$ cat src/rtl/rvsc_pkg.sv
`timescale 1ns / 1ps

package rvsc_pkg;

  // Data memory depth in words; kept to a power of two so the word index is a mask
  localparam int DMEM_WORDS = 32;
  localparam int DMEM_AW    = $clog2(DMEM_WORDS);
  localparam logic [29:0] DMEM_MASK = 30'(DMEM_WORDS - 1);

  // Opcodes of the supported subset
  localparam logic [6:0] OP_RTYPE = 7'h33;
  localparam logic [6:0] OP_ADDI  = 7'h13;
  localparam logic [6:0] OP_LOAD  = 7'h03;
  localparam logic [6:0] OP_STORE = 7'h23;
  localparam logic [6:0] OP_BEQ   = 7'h63;

  // funct7 code that turns add into sub
  localparam logic [6:0] FUNCT7_SUB = 7'h20;

  // Register file write port
  typedef struct packed {
    logic        en;
    logic [4:0]  addr;
    logic [31:0] data;
  } rf_wr_t;

  // Data memory write port
  typedef struct packed {
    logic               en;
    logic [DMEM_AW-1:0] addr;
    logic [31:0]        data;
  } dm_wr_t;

  // Everything one instruction produces
  typedef struct packed {
    logic [31:0] next_pc;
    logic        reg_written;
    logic [4:0]  dest_reg;
    logic [31:0] write_value;
    logic        mem_stored;
    logic [4:0]  mem_word_index;
    logic [31:0] store_value;
    logic        branch_taken;
  } exec_res_t;

endpackage

$ cat src/rtl/rvsc_regfile.sv
`timescale 1ns / 1ps

module rvsc_regfile (
  input  logic            clk,
  input  logic            rst,
  input  logic            rd_en,
  input  logic [4:0]      raddr1,
  input  logic [4:0]      raddr2,
  input  rvsc_pkg::rf_wr_t wr,
  output logic [31:0]     rdata1,
  output logic [31:0]     rdata2
);

  logic [31:0] regs [32];
  logic [31:0] vld;
  logic        wr_live;

  // x0 is never written, so its valid bit stays low and it reads zero
  assign wr_live = wr.en && (wr.addr != 5'd0);

  // Valid bits: reset clears all, a write sets one
  always_ff @(posedge clk) begin
    if (rst) begin
      vld <= '0;
    end else if (wr_live) begin
      vld[wr.addr] <= 1'b1;
    end
  end

  always_ff @(posedge clk) begin
    if (wr_live) begin
      regs[wr.addr] <= wr.data;
    end
  end

  // Registered reads, with bypass of a write landing on the same edge
  always_ff @(posedge clk) begin
    if (rd_en) begin
      if (wr_live && (wr.addr == raddr1)) begin
        rdata1 <= wr.data;
      end else begin
        rdata1 <= vld[raddr1] ? regs[raddr1] : 32'd0;
      end
      if (wr_live && (wr.addr == raddr2)) begin
        rdata2 <= wr.data;
      end else begin
        rdata2 <= vld[raddr2] ? regs[raddr2] : 32'd0;
      end
    end
  end

endmodule

$ cat src/rtl/rvsc_dmem.sv
`timescale 1ns / 1ps

module rvsc_dmem (
  input  logic                          clk,
  input  logic                          rst,
  input  logic [rvsc_pkg::DMEM_AW-1:0]  raddr,
  input  rvsc_pkg::dm_wr_t              wr,
  output logic [31:0]                   rdata
);

  logic [31:0]                   mem [rvsc_pkg::DMEM_WORDS];
  logic [rvsc_pkg::DMEM_WORDS-1:0] vld;

  // Unwritten words read as zero
  always_ff @(posedge clk) begin
    if (rst) begin
      vld <= '0;
    end else if (wr.en) begin
      vld[wr.addr] <= 1'b1;
    end
  end

  always_ff @(posedge clk) begin
    if (wr.en) begin
      mem[wr.addr] <= wr.data;
    end
  end

  assign rdata = vld[raddr] ? mem[raddr] : 32'd0;

endmodule

$ cat src/rtl/rvsc_exec.sv
`timescale 1ns / 1ps

module rvsc_exec (
  input  logic [31:0]                   instruction,
  input  logic [31:0]                   pc,
  input  logic [31:0]                   rs1_val,
  input  logic [31:0]                   rs2_val,
  input  logic [31:0]                   dmem_rdata,
  output logic [rvsc_pkg::DMEM_AW-1:0]  dmem_addr,
  output rvsc_pkg::exec_res_t           res
);

  logic [6:0]  opc;
  logic [4:0]  rd;
  logic [6:0]  funct7;
  logic [31:0] imm_i;
  logic [31:0] imm_s;
  logic [31:0] imm_b;
  logic [31:0] pc_plus4;
  logic [31:0] addr;
  logic [29:0] widx;
  logic        wr;
  logic [31:0] wval;

  // Field decode and immediates
  assign opc    = instruction[6:0];
  assign rd     = instruction[11:7];
  assign funct7 = instruction[31:25];
  assign imm_i  = {{20{instruction[31]}}, instruction[31:20]};
  assign imm_s  = {{20{instruction[31]}}, instruction[31:25], instruction[11:7]};
  assign imm_b  = {{19{instruction[31]}}, instruction[31], instruction[7],
                   instruction[30:25], instruction[11:8], 1'b0};
  assign pc_plus4 = pc + 32'd4;

  // Byte address for lw or sw, then word index wrapped to the memory depth
  assign addr      = rs1_val + ((opc == rvsc_pkg::OP_STORE) ? imm_s : imm_i);
  assign widx      = addr[31:2] & rvsc_pkg::DMEM_MASK;
  assign dmem_addr = widx[rvsc_pkg::DMEM_AW-1:0];

  always_comb begin
    res         = '0;
    res.next_pc = pc_plus4;
    wr          = 1'b0;
    wval        = 32'd0;
    case (opc)
      rvsc_pkg::OP_RTYPE: begin
        wr   = 1'b1;
        wval = (funct7 == rvsc_pkg::FUNCT7_SUB) ? (rs1_val - rs2_val)
                                                : (rs1_val + rs2_val);
      end
      rvsc_pkg::OP_ADDI: begin
        wr   = 1'b1;
        wval = rs1_val + imm_i;
      end
      rvsc_pkg::OP_LOAD: begin
        wr                 = 1'b1;
        wval               = dmem_rdata;
        res.mem_word_index = widx[4:0];
      end
      rvsc_pkg::OP_STORE: begin
        res.mem_stored     = 1'b1;
        res.mem_word_index = widx[4:0];
        res.store_value    = rs2_val;
      end
      rvsc_pkg::OP_BEQ: begin
        if (rs1_val == rs2_val) begin
          res.branch_taken = 1'b1;
          res.next_pc      = pc + imm_b;
        end
      end
      default: begin
      end
    endcase
    // Writes to x0 are dropped and reported as no write
    if (wr && (rd != 5'd0)) begin
      res.reg_written = 1'b1;
      res.dest_reg    = rd;
      res.write_value = wval;
    end
  end

endmodule

$ cat src/rtl/rv32_subset_single_cycle_core.sv
`timescale 1ns / 1ps
// An accepted instruction sits in the instruction register, then its result word in
// the result register; one instruction per cycle unless out_ready stalls the output.
// Register read is registered on accept; ALU, data memory and write-back follow it.
// Reset (rst, synchronous): PC to zero, register file and data memory read as zero
// through per-entry valid bits, both pipeline stages emptied; no clearing pass.
module rv32_subset_single_cycle_core (
  input  logic               clk,
  input  logic               rst,
  input  logic               in_valid,
  output logic               in_ready,
  input  logic [31:0]        instruction,
  output logic               out_valid,
  input  logic               out_ready,
  output logic [31:0]        next_pc,
  output logic               reg_written,
  output logic [4:0]         dest_reg,
  output logic signed [31:0] write_value,
  output logic               mem_stored,
  output logic [4:0]         mem_word_index,
  output logic signed [31:0] store_value,
  output logic               branch_taken
);

  logic                         s1_valid;
  logic [31:0]                  s1_instr;
  logic [31:0]                  pc;
  logic                         advance;
  logic                         accept;
  logic [31:0]                  rs1_val;
  logic [31:0]                  rs2_val;
  logic [31:0]                  dmem_rdata;
  logic [rvsc_pkg::DMEM_AW-1:0] dmem_addr;
  rvsc_pkg::exec_res_t          res;
  rvsc_pkg::rf_wr_t             rf_wr;
  rvsc_pkg::dm_wr_t             dm_wr;

  // Handshake: the instruction stage moves on whenever the result register is free
  assign advance  = s1_valid && (!out_valid || out_ready);
  assign in_ready = !s1_valid || advance;
  assign accept   = in_valid && in_ready;

  // Instruction stage
  always_ff @(posedge clk) begin
    if (rst) begin
      s1_valid <= 1'b0;
    end else if (accept) begin
      s1_valid <= 1'b1;
    end else if (advance) begin
      s1_valid <= 1'b0;
    end
  end

  always_ff @(posedge clk) begin
    if (accept) begin
      s1_instr <= instruction;
    end
  end

  // Program counter commits with the instruction
  always_ff @(posedge clk) begin
    if (rst) begin
      pc <= 32'd0;
    end else if (advance) begin
      pc <= res.next_pc;
    end
  end

  // State writes happen as the instruction leaves the stage
  assign rf_wr.en   = advance && res.reg_written;
  assign rf_wr.addr = res.dest_reg;
  assign rf_wr.data = res.write_value;

  assign dm_wr.en   = advance && res.mem_stored;
  assign dm_wr.addr = dmem_addr;
  assign dm_wr.data = res.store_value;

  rvsc_regfile u_regfile (
    .clk    (clk),
    .rst    (rst),
    .rd_en  (accept),
    .raddr1 (instruction[19:15]),
    .raddr2 (instruction[24:20]),
    .wr     (rf_wr),
    .rdata1 (rs1_val),
    .rdata2 (rs2_val)
  );

  rvsc_exec u_exec (
    .instruction (s1_instr),
    .pc          (pc),
    .rs1_val     (rs1_val),
    .rs2_val     (rs2_val),
    .dmem_rdata  (dmem_rdata),
    .dmem_addr   (dmem_addr),
    .res         (res)
  );

  rvsc_dmem u_dmem (
    .clk   (clk),
    .rst   (rst),
    .raddr (dmem_addr),
    .wr    (dm_wr),
    .rdata (dmem_rdata)
  );

  // Result register
  always_ff @(posedge clk) begin
    if (rst) begin
      out_valid <= 1'b0;
    end else if (advance) begin
      out_valid <= 1'b1;
    end else if (out_ready) begin
      out_valid <= 1'b0;
    end
  end

  always_ff @(posedge clk) begin
    if (advance) begin
      next_pc        <= res.next_pc;
      reg_written    <= res.reg_written;
      dest_reg       <= res.dest_reg;
      write_value    <= res.write_value;
      mem_stored     <= res.mem_stored;
      mem_word_index <= res.mem_word_index;
      store_value    <= res.store_value;
      branch_taken   <= res.branch_taken;
    end
  end

endmodule

$ cat config.mk
export PLATFORM = sky130hd
export DESIGN_NAME = rv32_subset_single_cycle_core
export DESIGN_NICKNAME = d
export VERILOG_FILES = /design/src/rtl/rvsc_pkg.sv /design/src/rtl/rvsc_regfile.sv /design/src/rtl/rvsc_dmem.sv /design/src/rtl/rvsc_exec.sv /design/src/rtl/rv32_subset_single_cycle_core.sv
export SDC_FILE = /design/constraint.sdc
export NUM_CORES = 2
export LEC_CHECK = 0
export ABC_AREA = 0
export BUFFER_PORTS_ARGS = -buffer_cell sky130_fd_sc_hd__buf_2
export CAP_MARGIN = 15
export CORE_MARGIN = 2
export CORE_UTILIZATION = 30
export DETAILED_ROUTE_END_ITERATION = 6
export PLACE_DENSITY = 0.47
export SYNTH_ARGS = -nofsm -noshare
export SYNTH_HDL_FRONTEND = slang
export SYNTH_SLANG_ARGS = --single-unit
$ cat constraint.sdc
create_clock -name clk -period 8.6 [get_ports clk]
set_input_delay 1.72 -clock clk [delete_from_list [all_inputs] [get_ports clk]]
set_output_delay 1.72 -clock clk [all_outputs]
set_load 0.01 [all_outputs]
Yosys cells after proc, flatten, opt, wreduce, memory -nomap -nowiden
Memories as Yosys holds them, arrays and structs flattened.
Index checks and enable logic that the tools add are counted.
{"block": "word_totals", "regBits": 303, "in_bits": 36, "elab_cells": 94, "mem_bits_rw": 2048, "mem_count": 2, "output_inout_bits": 111}
{"block": "op_classes", "eq_ne": 9, "n_bitwise": 2, "order_cmp": 6, "addsub": 6, "n_reduce_logical": 20, "muxes": 33}
{"memory": "u_dmem.mem", "depth": 32, "word_bits": 32, "rd": 1, "rd_ports_with_merged_regs": 0, "write_ports": 1, "line": "rvsc_dmem.sv:11", "source": "logic [31:0] mem [rvsc_pkg::DMEM_WORDS];"}
{"memory": "u_regfile.regs", "depth": 32, "word_bits": 32, "rd": 2, "rd_ports_with_merged_regs": 0, "write_ports": 1, "line": "rvsc_regfile.sv:14", "source": "logic [31:0] regs [32];"}
{"cell": "32-bit 2-to-1 mux", "count": 9}
{"cell": "32-bit adder", "count": 3}
{"cell": "32-bit one-hot mux with 3 select lines", "count": 1}
{"cell": "32-bit bitwise OR", "count": 2}
{"cell": "38-bit 2-to-1 mux", "count": 1}
{"cell": "32-bit by 3-bit adder with 32-bit output (second input constant)", "count": 1}
{"cell": "32-bit equality test", "count": 1}
{"cell": "32-bit subtractor", "count": 1}
{"cell": "5-bit by 6-bit < comparator with 1-bit output (second input constant)", "count": 4}
{"cell": "7-bit by 6-bit equality test with 1-bit output (second input constant)", "count": 3}
{"cell": "1-bit 2-to-1 mux", "count": 16}
{"cell": "1-bit binary-select mux with 5-bit select", "count": 3}
{"cell": "1-bit demux with 5-bit select", "count": 2}
{"cell": "5-bit equality test", "count": 2}
{"cell": "5-bit by 1-bit greater-or-equal comparator with 1-bit output (second input constant)", "count": 2}
{"cell": "1-bit logical AND", "count": 10}
{"cell": "5-bit nonzero test", "count": 2}
{"cell": "7-bit adder", "count": 1}
{"cell": "7-bit by 2-bit equality test with 1-bit output (second input constant)", "count": 1}
{"cell": "7-bit by 5-bit equality test with 1-bit output (second input constant)", "count": 1}
{"cell": "7-bit equality test (second input constant)", "count": 1}
{"cell": "5-bit 2-to-1 mux", "count": 1}
{"cell": "2-bit nonzero test", "count": 2}
{"cell": "3-bit OR reduction", "count": 1}
{"cell": "other kinds (3)", "count": 5}

Depth between registers and ports, before layout
{"block": "depth", "word_depth": 13, "ltp_mapped": 24, "ltp_nobuf": 16}

Modules after synthesis
Synthesis repeated with hierarchy kept, for this count alone.
{"block": "hier_totals", "cells_unflattened": 6143, "area_unflattened_um2": 106383.3}
{"module": "rvsc_regfile", "area_per_inst_um2": 51099.0, "seq_area_each_um2": 33311.9, "instances": 1, "cells_per_inst": 2464}
{"module": "rvsc_dmem", "area_per_inst_um2": 40832.9, "seq_area_each_um2": 31390.1, "instances": 1, "cells_per_inst": 2090}
{"module": "rvsc_exec", "area_per_inst_um2": 8683.3, "seq_area_each_um2": 0.0, "instances": 1, "cells_per_inst": 1297}
{"module": "rv32_subset_single_cycle_core", "area_per_inst_um2": 5768.0, "seq_area_each_um2": 4914.7, "instances": 1, "cells_per_inst": 292}

Worst setup path before layout
No wires, ideal clock.
{"block": "synth_path", "path_kind": "in2reg", "start": "in out_ready", "end": "reg branch_taken (enable)", "setup_time_ns": 0.514, "t_required_ns": 8.086, "arrival_time_ns": 5.474, "stages": 5, "n_path_buf": 2, "path_slack_ns": 2.612, "cell_sequence": "nor2b_1 -> nand2b_1 -> inv_1 -> clkbuf_1 -> buf_1"}
{"block": "synth_between", "elab_chain_len": 2}
{"element": "start: declaration", "line": "rv32_subset_single_cycle_core.sv:14", "source": "input logic out_ready,"}
{"element": "1-bit logical OR", "line": "rv32_subset_single_cycle_core.sv:39", "source": "assign advance = s1_valid && (!out_valid || out_ready);"}
{"element": "1-bit logical AND", "line": "rv32_subset_single_cycle_core.sv:39"}
{"element": "named net advance", "line": "rv32_subset_single_cycle_core.sv:28", "source": "logic advance;"}
{"element": "end signal: assignment", "line": "rv32_subset_single_cycle_core.sv:127", "source": "branch_taken <= res.branch_taken;"}
{"element": "end: declaration", "line": "rv32_subset_single_cycle_core.sv:22", "source": "output logic branch_taken"}
The timed path passes the listed nets, and every way through them passes these cells.
A chain may end at the register's enable or synchronous reset.

==> out/metrics.yaml <==
timing:
  relSlewSlack_pct: 17.7
  setup_tns_ps: 0
  setup_violations: 0
  period_share_pct: 92.4
  fin_ws_ps: 652
  tightestPinTransition_ps: 1200
  rsz0062_at_grt: "false"
  min_period_ps: 7950
  slew_violations: 0
  finClkSkew_ps: 73.9
  timing.fmax_mhz: 126
  hold_viol_final: 0
worst_setup_path:
  timing.rr.start: "s1_instr[5]"
  startpoint: "s1_instr[5]"
  cpMaxStageDelayCell: "nor4_1"
  rr_worst_depth: 21
  cpMostUsedCell: "buf_4"
  start_kind: "flip-flop"
  path_max_fanout: 33
  path_class: "flip-flop to flip-flop"
  worst_ep_arrival_time_ps: 8550
  cp_slowest_stage_delay_ps: 920
  end_kind: "flip-flop"
  crit_chain: "or3b_2 > buf_4 > nor2_1 > buf_4 > mux2_2 > ha_2 > buf_4 > a21oi_1 > nand2b_1 > nand2b_1 > nor3_2 > or2_2 > nor3_2 > a211o_1 > a311o_2 > buf_4 > nor4_1 > buf_4 > a221oi_1 > nor2_2 > buf_4"
  cp-endpoint: "u_regfile.regs[21][28]"
  r2r_setup_slack_ps: 650
  required_ps: 9200
  r2r_end: "u_regfile.regs[21][28]"
yosys:
  yosys.area_share.adder_pct: 1.53
  yosysSeqAreaShare_pct: 63.0
  synth_mux_area_share_pct: 15.3
  synthSimpleGateAreaFrac_pct: 7.41
  synth-edff-count: 2244
  synth_top_family_by_area: "multiplexers"
  synth_top_cell_by_area: "edfxtp_1"
  yosys_warnings: 0
  synth_top_area_share_pct: 61.3
  synthTopCellsByArea: "edfxtp_1, mux4_2, nand2_1, a221oi_1, dfxtp_1"
  synth_xor_area_share_pct: 0.964
  synthArstFlopShare_pct: 0
  syn_avg_cell_area_um2: 15.0
  synthFlopType: "edfxtp_1"
  synth_compound_area_share_pct: 9.48
  ys_types: 98
  synth_seq_cells: 2341
  syn_inst: 7347
  netlist_area_mm2: 0.110
global_routing:
  grt_max_degree: 175
  grt_first_pass_wirelength_um: 555000
  antenna_found_initial: 19
  first_global_vias: 71614
  grt-ovfl-total: 0
  track_usage_pct: 20.8
floorplanning:
  dieArea_mm2: 0.371
  die_height_um: 609
  coreArea_mm2: 0.365
  pin_count: 147
  rows: 222
  fp.dieW_um: 609
  start_util_pct: 30.1
pwr:
  powerDensity_mw_per_mm2: 204
  finalPower_mw: 25.9
  peakVddDrop_mv: 0.148
  power_leakage_nw: 39.7
cts:
  clock-sinks: 2341
  clkTransAtPathRegs_ps: 60
  cts_resized: 0
  cts-root-buf: "clkbuf_16"
  htree_num_levels: 5
  cts_tree: "built"
  cts_buffers: 270
  worstSkewPairLatency_ps: 870
  cts_setup_buffers: 0
  cts_hold_buffers: 0
  clockBufferDepth: 4
job:
  maxCapViolCount: 0
place:
  dp_worst_setup_slack_ps: 806
  port_buffers: 142
  place_congestion: 0.887
  place_inst: 12133
  dpl.hpwl_um: 241000
drt:
  via_count: 72215
  wl_per_cell_um: 31.4
  routed_wirelength_um: 396000
  vias_per_cell: 5.72
  drt_first_pass_iters: 6
  drt_iter0_drc: 7980
  antenna_left: 0
  post-route-drc-count: 0
finish:
  final_common_cell: "edfxtp_1"
  synthToLayoutAreaGrowth_pct: 15.4
  n_fill_cell: 34808
  top_regs: "u_dmem.mem x1024, u_regfile.regs x1024"
  layout.cells.non_filler: 12615
  drive_above_1_share_pct: 21.8
  mostFrequentLayoutCells: "edfxtp_1, nand2_1, mux4_2"
  nNetsFinal: 7759
hold_path:
  hold_path_depth: 1
  holdCritPathClass: "flip-flop to flip-flop"
outcome:
  status: "complete, no violations"
[metrics by stage]
step,hold WS (ps),cell area [um^2],utilization [%]
3_5_place_dp,453,118000,32.4
5_1_grt,475,127000,34.7
2_1_floorplan,432,110000,-
6_report,465,127000,34.7
3_3_place_gp,442,118000,32.4
4_1_cts,466,127000,34.7
[worst min-delay path by stage]
stage	from	endpoint
2_1_floorplan	u_dmem.vld[10]	u_dmem.vld[10]
3_3_place_gp	u_dmem.vld[10]	u_dmem.vld[10]
3_5_place_dp	u_dmem.vld[29]	u_dmem.vld[29]
4_1_cts	u_dmem.vld[29]	u_dmem.vld[29]
5_1_grt	u_dmem.vld[29]	u_dmem.vld[29]
6_report	u_dmem.vld[29]	u_dmem.vld[29]
[routing by layer]
metal	GRT usage (%)	vias to the layer above	share of wire [%]
li1	-	30336	-
met1	27.6	38253	41
met2	35.3	2968	49
met3	2.26	652	6.0
met4	7.33	6	3.8
met5	0	-	0.010
[cells by family (layout without fill, tap and decap cells)]
logic type,Yosys count,count (layout)
muxes,843,843
xor gates and xnor gates,121,121
other,1,41
adders and majority gates,132,132
AOI/OAI and AO/OA,1483,1483
buffers and inverters,620,1032
and+or+nand+nor,1806,1806
DFF,2341,2341
[Yosys cell counts, types with 115 or more instances]
master    number
nand3_1      254
ha_1         128
a21oi_1      282
edfxtp_1    2244
a221oi_1     236
o21ai_0      164
buf_2        115
clkbuf_1     308
mux4_2       665
mux2i_1      150
nand2_1      789
nor2_1       351
[where the power goes]
| group | switching [mW] | internal (mW) |
|---|---|---|
| combinational | 1.65 | 0.727 |
| clock | 4.69 | 6.42 |
| sequential | 0.0596 | 12.4 |
| total | 6.40 | 19.5 |
[layout make-up]
cell class / instances / area, um^2 / share of cell area (%)
antenna: 8 / 20.0 / 0.0158
tap: 4816 / 6030 / 4.75
timing repair buffer: 469 / 3700 / 2.92
multi-input combinational: 4418 / 39100 / 30.8
clock inverter: 123 / 1060 / 0.836
inverter: 91 / 352 / 0.277
sequential: 2341 / 69300 / 54.6
clock buffer: 349 / 7260 / 5.72
[critical path, delay by kind of cell (launching register included)]
| family | cells | cell delay, ps |
|---|---|---|
| AND/OR/NAND/NOR | 9 | 3360 |
| AO/OA/AOI/OAI | 4 | 1330 |
| flip-flops | 1 | 550 |
| multiplexers | 1 | 360 |
| adder cells (fa/ha/maj) | 1 | 270 |
| buffers and inverters | 6 | 1710 |
Power figures use the tool's default switching activity.
